<file path="config.mk">
export PLATFORM = sky130hd
export DESIGN_NAME = dsrt_cell
export DESIGN_NICKNAME = d
export VERILOG_FILES = /design/src/rtl/core/dsrt_pkg.sv /design/src/rtl/core/dsrt_cell.sv
export SDC_FILE = /design/constraint.sdc
export NUM_CORES = 1
export LEC_CHECK = 0
export BUFFER_PORTS_ARGS = -buffer_cell sky130_fd_sc_hd__buf_2
export CORE_MARGIN = 2
export CORE_UTILIZATION = 25
export CTS_CLUSTER_DIAMETER = 30
export DETAILED_ROUTE_END_ITERATION = 8
export PLACE_DENSITY = 0.55
export SYNTH_ARGS = -nofsm -noshare
export SYNTH_HDL_FRONTEND = slang
export SYNTH_SLANG_ARGS = --single-unit
export TNS_END_PERCENT = 5
</file>
<file path="constraint.sdc">
create_clock -name clk -period 5.9 [get_ports clk]
set_clock_uncertainty 0.05 [all_clocks]
set_input_delay 1.18 -clock clk [delete_from_list [all_inputs] [get_ports clk]]
set_output_delay 1.18 -clock clk [all_outputs]
set_load 0.02 [all_outputs]
</file>
<file path="src/rtl/core/dsrt_pkg.sv">
// dsrt_pkg: shared types, codes and widths for the date sorted record table
// used by dsrt_cell and date_sorted_record_table_core; no dependencies
`timescale 1ns / 1ps

package dsrt_pkg;

  // field widths
  localparam int ID_W     = 27;
  localparam int DATE_W   = 24;
  localparam int OP_W     = 2;
  localparam int STATUS_W = 2;
  localparam int FILL_W   = 7;

  // default table size
  localparam int DSRT_CAPACITY = 64;

  // command codes
  typedef enum logic [OP_W-1:0] {
    OP_INSERT     = 2'd0,
    OP_REMOVE     = 2'd1,
    OP_QUERY_ID   = 2'd2,
    OP_QUERY_DATE = 2'd3
  } op_t;

  // result status codes
  localparam logic [STATUS_W-1:0] ST_DONE      = 2'd0;
  localparam logic [STATUS_W-1:0] ST_FULL      = 2'd1;
  localparam logic [STATUS_W-1:0] ST_NOT_FOUND = 2'd2;

  // one record
  typedef struct packed {
    logic [ID_W-1:0]   id;
    logic [DATE_W-1:0] date;
  } entry_t;

  // update control broadcast to every cell
  typedef struct packed {
    logic upd;
    op_t  op;
  } cell_ctl_t;

endpackage

</file>
<file path="src/rtl/core/dsrt_cell.sv">
// dsrt_cell: one slot of the sorted table, holds a record and its compare flags
// depends on dsrt_pkg
`timescale 1ns / 1ps

module dsrt_cell import dsrt_pkg::*; (
  input  logic      clk,
  input  logic      cap_en_i,
  input  logic      valid_i,
  input  entry_t    key_i,
  input  cell_ctl_t ctl_i,
  input  logic      ge_left_i,
  input  logic      pre_match_i,
  input  entry_t    left_i,
  input  entry_t    right_i,
  input  entry_t    new_i,
  output entry_t    ent_o,
  output logic      ge_o,
  output logic      idm_o,
  output logic      dm_o
);

  entry_t ent_r;
  entry_t ent_nxt;
  logic   ge_r;
  logic   idm_r;
  logic   dm_r;

  // compare flags captured when a word is accepted
  always_ff @(posedge clk) begin
    if (cap_en_i) begin
      ge_r  <= !valid_i || (ent_r.date >= key_i.date);
      idm_r <= valid_i && (ent_r.id == key_i.id);
      dm_r  <= valid_i && (ent_r.date == key_i.date);
    end
  end

  // next content: keep, take new record, take from left or right neighbor
  always_comb begin
    ent_nxt = ent_r;
    case (ctl_i.op)
      OP_INSERT: begin
        if (ge_r) begin
          ent_nxt = ge_left_i ? left_i : new_i;
        end
      end
      OP_REMOVE: begin
        if (pre_match_i) begin
          ent_nxt = right_i;
        end
      end
      default: ent_nxt = ent_r;
    endcase
  end

  always_ff @(posedge clk) begin
    if (ctl_i.upd) begin
      ent_r <= ent_nxt;
    end
  end

  assign ent_o = ent_r;
  assign ge_o  = ge_r;
  assign idm_o = idm_r;
  assign dm_o  = dm_r;

endmodule
</file>
==> results of run 1 <==
[report_power, final]
group / internal [mW] / switching, mW
Combinational: 0.111 / 0.114
Clock: 0.156 / 0.128
Sequential: 0.447 / 0.0105
[registers in the layout, summed over array words and instances (netlist names)]
register	flops
ent_o	51
dm_o	1
ge_o	1
idm_o	1
[per-stage QoR]
stage / util / setup slack [ns]
CTS: 0.375 / 3.07
global route: 0.375 / 2.88
floorplan: - / 0.274
finish: 0.375 / 3.10
detailed placement: 0.365 / 2.75
global placement: 0.365 / 2.84
[worst max path at each step]
| stage | slack (ns) | start | to | cells after the start |
|---|---|---|---|---|
| after CTS | 3.07 | ctl_i[0] | ent_o[50] | 4 |
| after detailed placement | 2.75 | ctl_i[0] | ent_o[50] | 4 |
| final | 3.10 | ctl_i[0] | ent_o[50] | 4 |
| after global routing | 2.88 | ctl_i[0] | ent_o[46] | 4 |
| after floorplan | 0.27 | ctl_i[0] | ent_o[0] | 2 |
| after global placement | 2.84 | ctl_i[0] | ent_o[47] | 4 |
[per-layer routing]
metal,GRT usage,up-vias,share of wire
met1,0.152,1518,0.38
met4,0.0369,0,0.0097
met3,0.0266,8,0.068
met5,0,-,0
li1,-,1775,-
met2,0.274,148,0.54
[layout make-up]
class,instances,area [um^2]
Fill cell,1421,8700
Multi-Input combinational cell,254,1800
Sequential cell,54,1620
Timing Repair Buffer,268,1350
Tap cell,180,225
Clock buffer,6,129
Inverter,26,97.6
Clock inverter,2,8.76
[Yosys cell counts]
cell,instances
a21oi_1,8
buf_1,1
ha_1,24
a21o_1,1
xnor2_1,27
nand3_1,5
nor3b_1,2
nor4_1,1
a221oi_1,1
nand2_1,56
nand4_1,11
mux2i_1,52
a222oi_1,1
and3_1,3
nor2b_1,1
nor3_1,1
clkbuf_1,10
nor4_2,1
edfxtp_1,54
inv_1,26
or4_1,1
o21ai_0,56
nor2_1,2
buf_2,6
[critical path, cell delays in order]
cell     delay, ns
buf_2         0.11
nor2b_4       0.66
buf_4         0.55
o21ai_0       0.20
[cells by family after synthesis]
group	Yosys count	synth area share
muxes	52	0.146
buffers and inverters	43	0.0472
and+or+nand+nor	84	0.107
xor gates and xnor gates	27	0.0661
AOI/OAI and AO/OA	67	0.0969
adders and majority gates	24	0.0839
DFF	54	0.453
==> results.py, run 1 <==
metrics = {
    "outcome": {
        "status": "completed",
    },
    "die": {
        "core_um2": 13900,
        "die_w_um": 124,
        "std_cell_rows": 43,
        "io_pins": 266,
        "die_area_um2": 15300,
        "die_h_um": 124,
        "initial_core_util": 0.257,
    },
    "sta": {
        "setup_tns_ns": 0,
        "fin_crit_ns": 2.80,
        "tightest_slew_ns": 0.867,
        "slew-limit-headroom": 0.422,
        "final-setup-viol-count": 0,
        "rsz0062_at_grt": "no",
        "fmax_ghz": 0.358,
        "fin_crit_sh": 0.474,
        "fin_hold_ws_ns": 0.686,
        "drv_slew": 0,
        "hold_viol_final": 0,
    },
    "yosys": {
        "syn_area_per_cell_um2": 10.2,
        "synthTopCellsByArea": "edfxtp_1, mux2i_1, ha_1",
        "ys_seq_area_frac": 0.453,
        "yosysTopAreaCell": "edfxtp_1",
        "ys_types": 24,
        "synthCells": 351,
        "syn_nets": 587,
        "synth_top_area_share": 0.453,
        "syn_area_um2": 3580,
        "ys_seq_elements": 54,
        "ys_warn_count": 0,
    },
    "worst_hold_path": {
        "worstHoldPathType": "flop to flop",
        "whs_path_depth": 3,
        "hold_path_end": "ge_o",
        "hold_start": "ent_o[23]",
    },
    "final_layout": {
        "stdcell_count": 790,
        "design_area_um2": 5230,
        "fin_nets": 845,
        "area_growth_pct": 46.2,
        "layout_commonest_cell": "buf_2",
        "antenna_cells_inserted": 0,
        "final_cell_mix": "buf_2, nand2_1, o21ai_0, edfxtp_1, mux2i_1",
        "drive_gt1_frac": 0.454,
    },
    "clocking": {
        "cts_made_buffers": 5,
        "h-tree-depth": 2,
        "clkSinkCount": 54,
        "cts.path.max_buffers": 2,
        "clk-insertion-delay-late_ns": 0.29,
        "clkTransAtPathRegs_ns": 0.07,
        "cts.root.buffer_cell": "clkbuf_16",
        "cts_hold_buffers": 0,
        "cts_setup_buffers": 0,
        "cts_resized": 0,
        "cts_tree": "yes",
    },
    "global_routing": {
        "grt_usage": 0.140,
        "grt_pass1_wl_um": 16300,
        "overflow": 0,
        "grt_pass1_vias": 3512,
        "grt_max_degree": 62,
        "antenna_found_initial": 0,
    },
    "critical_path": {
        "reg2reg_depth": 6,
        "rr_startpoint": "ent_o[23]",
        "cp-end-kind": "flop",
        "critical_path_arrival_ns": 2.76,
        "critPathKind": "primary input to flop",
        "r2r_end": "ge_o",
        "worstPathRequired_ns": 5.86,
        "r2r_setup_slack_ns": 3.84,
        "worst-path-max-fanout": 61,
        "start_kind": "primary input",
    },
    "detailed_routing": {
        "wl_per_cell_um": 14.3,
        "dr.pass1.iters": 4,
        "via_count": 3449,
        "routed_wl_um": 11300,
        "via_per_inst": 4.37,
        "drt-initial-drc-count": 104,
        "route.detailed.drc": 0,
        "ant_nets": 0,
    },
    "pwr": {
        "ir_drop_uv": 98.7,
        "powerDensity_nw_per_um2": 185,
        "power.total_mw": 0.966,
        "power_leakage_nw": 2.53,
    },
    "place": {
        "portBuffers": 265,
        "postPlaceCellArea_um2": 5090,
        "place_congestion": 0.796,
        "dp.final_hpwl_um": 9490,
        "dp_cells": 782,
    },
    "run": {
        "cap_violations": 0,
    },
}
Power figures use the tool's default switching activity.
==> run 2, diff against run 1 <==
--- a/config.mk
+++ b/config.mk
@@ -10,7 +10,7 @@
 export CORE_UTILIZATION = 25
 export CTS_CLUSTER_DIAMETER = 30
 export DETAILED_ROUTE_END_ITERATION = 8
-export PLACE_DENSITY = 0.55
+export PLACE_DENSITY = 0.53
 export SYNTH_ARGS = -nofsm -noshare
 export SYNTH_HDL_FRONTEND = slang
 export SYNTH_SLANG_ARGS = --single-unit
==> constraint.sdc (replaced) <==
create_clock -name clk -period 2.78 [get_ports clk]
set_clock_uncertainty 0.05 [all_clocks]
set_input_delay 0.556 -clock clk [delete_from_list [all_inputs] [get_ports clk]]
set_output_delay 0.556 -clock clk [all_outputs]
set_load 0.02 [all_outputs]
==> results.py, run 2 (synthesis gave the netlist of run 1 again) <==
metrics = {
    "detailed_routing": {
        "dr.pass1.iters": 4,
        "routed_wl_um": 11400,
        "route.detailed.drc": 0,
        "ant_nets": 0,
        "via_count": 3502,
        "via_per_inst": 4.43,
        "drt-initial-drc-count": 114,
        "wl_per_cell_um": 14.5,
    },
    "critical_path": {
        "critPathKind": "flop to flop",
        "crit_slowest_cell": "nor4_1",
        "worst-path-max-fanout": 3,
        "critical_path_arrival_ns": 2.05,
        "worstPathRequired_ns": 2.89,
        "path_cells": "ha_1 -> nand4_1 -> nor4_1 -> and3_1 -> o21ai_0 -> nand3_1",
        "critPathLaunch": "ent_o[23]",
        "rr_startpoint": "ent_o[23]",
        "cp-end-kind": "flop",
        "start_kind": "flop",
        "max_stage_delay_ns": 0.45,
    },
    "clocking": {
        "clk-insertion-delay-late_ns": 0.29,
        "clkTransAtPathRegs_ns": 0.07,
        "cts_resized": 0,
        "cts_hold_buffers": 0,
        "cts.root.buffer_cell": "clkbuf_16",
        "clkSinkCount": 54,
        "cts_tree": "yes",
        "cts.path.max_buffers": 2,
        "h-tree-depth": 2,
        "cts_setup_buffers": 0,
        "cts_made_buffers": 5,
    },
    "pwr": {
        "p_sw_mw": 0.544,
        "powerDensity_nw_per_um2": 392,
        "power_frac_comb": 0.237,
        "power.total_mw": 2.06,
        "pwr-share-clk": 0.293,
        "seq_power_share": 0.470,
        "power_leakage_nw": 2.55,
        "ir_drop_uv": 222,
        "internal_power_mw": 1.52,
        "swShare": 0.263,
    },
    "global_routing": {
        "grt_usage": 0.140,
        "antenna_found_initial": 0,
        "overflow": 0,
        "grt_pass1_wl_um": 16400,
        "grt_pass1_vias": 3313,
        "grt_max_degree": 103,
    },
    "worst_hold_path": {
        "hold_start": "cap_en_i",
        "worstHoldPathType": "primary input to flop",
    },
    "die": {
        "initial_core_util": 0.257,
        "std_cell_rows": 43,
        "die_area_um2": 15300,
        "core_um2": 13900,
        "die_w_um": 124,
        "die_h_um": 124,
        "io_pins": 266,
    },
    "sta": {
        "tightest_slew_ns": 0.415,
        "hold_viol_final": 0,
        "fin_hold_ws_ns": 0.478,
        "setup_tns_ns": 0,
        "final-setup-viol-count": 0,
        "drv_slew": 0,
        "fmax_ghz": 0.516,
        "fin_crit_sh": 0.698,
        "rsz0062_at_grt": "no",
        "slew-limit-headroom": 0.721,
        "fin_crit_ns": 1.94,
    },
    "place": {
        "dp_cells": 782,
        "place_congestion": 0.829,
        "postPlaceCellArea_um2": 5140,
        "dp.final_hpwl_um": 9470,
        "portBuffers": 265,
    },
    "final_layout": {
        "fin_nets": 845,
        "fill_cells": 1447,
        "area_growth_pct": 47.4,
        "drive_gt1_frac": 0.454,
        "stdcell_count": 790,
        "final_cell_mix": "buf_2, nand2_1, o21ai_0, edfxtp_1, mux2i_1",
        "layout_commonest_cell": "buf_2",
        "design_area_um2": 5270,
        "largest_reg_flops": 51,
        "antenna_cells_inserted": 0,
    },
    "run": {
        "cap_violations": 0,
    },
    "outcome": {
        "status": "completed",
    },
}
-- run 2: path summary, 6_finish.rpt --
check / endpoint / slack, ns / depth (start not counted)
worst min-delay path: idm_o / 0.48 / 1
worst max register to register: ge_o / 0.84 / 6
worst min register to register: ge_o / 0.68 / 3
worst max-delay path: ge_o / 0.84 / 6
-- run 2: critical path: cells and delay by family, from the launching register on --
family | cells | cell delay (ns)
fa+ha+maj | 1 | 0.33
simple gates | 4 | 0.93
flops | 1 | 0.41
compound gates | 1 | 0.09
-- run 2: area by class of cell --
cell class	count	area, um^2	area share
inverters	26	97.6	0.0185
clock inverters	2	8.76	0.00166
repair buffers	268	1390	0.263
multi-input cells	254	1810	0.342
well taps	180	225	0.0427
flip-flops and latches	54	1620	0.307
clock buffers	6	129	0.0244
-- run 2: routing by layer --
layer,global-route usage,wire [um],vias up
li1,-,-,1772
met1,0.158,4400,1561
met2,0.261,5950,158
met3,0.0307,874,11
met4,0.0455,199,0
met5,0,0,-
-- run 2: power groups by stage --
stage / registers, mW / clock network (mW) / logic [mW]
after floorplan: 1.03 / 0 / 0.208
after global placement: 0.989 / 0 / 0.486
after detailed placement: 0.989 / 0 / 0.500
after CTS: 0.971 / 0.633 / 0.501
after global routing: 0.974 / 0.659 / 0.547
final: 0.971 / 0.605 / 0.490
-- run 2: per-stage QoR --
stage,utilization,worst slack (ns)
finish,0.378,0.840
global route,0.378,0.677
CTS,0.378,0.773
detailed placement,0.369,0.547
global placement,0.369,0.586
floorplan,-,0.260
==> run 3, diff against run 2 <==
--- a/config.mk
+++ b/config.mk
@@ -10,7 +10,7 @@
 export CORE_UTILIZATION = 25
 export CTS_CLUSTER_DIAMETER = 30
 export DETAILED_ROUTE_END_ITERATION = 8
-export PLACE_DENSITY = 0.53
+export PLACE_DENSITY = 0.55
 export SYNTH_ARGS = -nofsm -noshare
 export SYNTH_HDL_FRONTEND = slang
 export SYNTH_SLANG_ARGS = --single-unit
==> constraint.sdc (replaced) <==
create_clock -name clk -period 1.7 [get_ports clk]
set_clock_uncertainty 0.05 [all_clocks]
set_input_delay 0.34 -clock clk [delete_from_list [all_inputs] [get_ports clk]]
set_output_delay 0.34 -clock clk [all_outputs]
set_load 0.02 [all_outputs]
==> results.py, run 3 (synthesis gave the netlist of run 1 again) <==
metrics = {
    "outcome": {
        "status": "finished, violations left",
        "violations": "negative setup slack",
    },
    "sta": {
        "hold_viol_final": 0,
        "layout_setup_ws_ns": -0.158,
        "fin_crit_sh": 1.09,
        "slew-limit-headroom": 0.754,
        "final-setup-viol-count": 2,
        "fmax_ghz": 0.538,
        "tightest_slew_ns": 0.369,
        "drv_slew": 0,
        "rsz0062_at_grt": "yes",
        "fin_crit_ns": 1.86,
        "fin_hold_ws_ns": 0.268,
    },
    "global_routing": {
        "antenna_found_initial": 1,
        "grt_usage": 0.145,
        "grt_pass1_wl_um": 16700,
        "grt_pass1_vias": 3454,
        "overflow": 0,
        "grt_max_degree": 53,
    },
    "clocking": {
        "clkTransAtPathRegs_ns": 0.07,
        "clkSinkCount": 54,
        "clk-insertion-delay-late_ns": 0.29,
        "cts.root.buffer_cell": "clkbuf_16",
        "cts_hold_buffers": 0,
        "h-tree-depth": 2,
        "cts_made_buffers": 5,
        "cts_tree": "yes",
        "cts.path.max_buffers": 2,
    },
    "place": {
        "portBuffers": 265,
        "place_congestion": 0.830,
        "dp.final_hpwl_um": 9850,
        "dp_slack_ns": -0.349,
    },
    "final_layout": {
        "layout_commonest_cell": "buf_2",
        "fill_cells": 1445,
        "regArea_um2": 1620,
        "largest_reg_flops": 51,
        "multi_input_area_um2": 1890,
        "drive_gt1_frac": 0.482,
        "area_growth_pct": 54.1,
        "fin_nets": 862,
        "final_cell_mix": "buf_2, nand2_1, o21ai_0, edfxtp_1, mux2i_1",
    },
    "detailed_routing": {
        "via_count": 3576,
        "via_per_inst": 4.43,
        "wl_per_cell_um": 14.4,
        "ant_nets": 0,
        "drt-initial-drc-count": 122,
        "routed_wl_um": 11700,
        "dr.pass1.iters": 4,
        "route.detailed.drc": 0,
    },
    "critical_path": {
        "critical_path_arrival_ns": 1.83,
        "worstPathRequired_ns": 1.67,
        "start_kind": "flop",
        "worst-path-max-fanout": 3,
        "r2r_setup_slack_ns": -0.16,
        "rr_startpoint": "ent_o[11]",
        "r2r_end": "ge_o",
        "reg2reg_depth": 6,
        "cp-end-kind": "flop",
        "critPathKind": "flop to flop",
    },
    "worst_hold_path": {
        "hold_start": "right_i[38]",
        "whs_path_depth": 3,
        "hold_path_end": "ent_o[38]",
        "worstHoldPathType": "primary input to flop",
    },
    "die": {
        "die_w_um": 124,
        "core_um2": 13900,
        "die_h_um": 124,
        "initial_core_util": 0.257,
        "die_area_um2": 15300,
        "io_pins": 266,
        "std_cell_rows": 43,
    },
    "run": {
        "cap_violations": 0,
    },
    "pwr": {
        "power_leakage_nw": 2.65,
        "power.total_mw": 3.43,
        "ir_drop_uv": 388,
        "powerDensity_nw_per_um2": 622,
    },
}
run 3: changes by cell type in the layout (fill, tap and decap cells not counted), sizes merged:
cell / delta
buf: +17
diode: +1
run 3: worst max-delay path by stage:
stage	from	end	slack [ns]	depth (start not counted)
after floorplan	ge_o	ent_o[0]	-0.71	2
after global placement	key_i[23]	ge_o	-0.26	8
after detailed placement	key_i[23]	ge_o	-0.35	8
after CTS	ent_o[18]	ge_o	-0.11	6
after global routing	ent_o[11]	ge_o	-0.27	6
final	ent_o[11]	ge_o	-0.16	6
run 3: critical path: stages (launching register included):
cell and delay [ns]:
edfxtp_1 0.44, ha_4 0.25, and3_4 0.18, nand2_1 0.07, nand3_2 0.07, a222oi_1 0.40, nand3_1 0.13
run 3: layout make-up:
cell class	instances	area share
clock buffer	6	0.0234
timing repair buffer	285	0.279
tap	180	0.0409
sequential	54	0.294
antenna	1	0.000454
inverter	26	0.0177
multi-input combinational	254	0.343
clock inverter	2	0.00159
run 3: report_power, final:
group	internal, mW	switching [mW]	total [mW]
Clock	0.540	0.445	0.985
Combinational	0.435	0.423	0.857
Sequential	1.55	0.0355	1.59
Total	2.53	0.903	3.43
run 3: through the flow:
step                area, um^2  utilization  setup TNS (ns)  cells
CTS                       5510        0.395          -0.207    807
detailed placement        5250        0.377          -0.675    794
global placement          5250        0.377          -0.487    794
global route              5510        0.396          -0.483    808
finish                    5510        0.396          -0.233    808
floorplan                 3590            -          -36.49    351
run 3: routing by layer:
layer | track usage | vias to the layer above | part of all wire
met5 | 0 | - | 0
met4 | 0.0554 | 0 | 0.027
met3 | 0.0366 | 17 | 0.081
met2 | 0.271 | 155 | 0.51
met1 | 0.155 | 1593 | 0.38
li1 | - | 1811 | -
run 3: repair_timing:
item | in CTS | in global routing
endpoints found under the setup margin | 3 | 3
setup buffers | 5 | 0
pin swaps | 8 | 0
resized for setup | 10 | 0
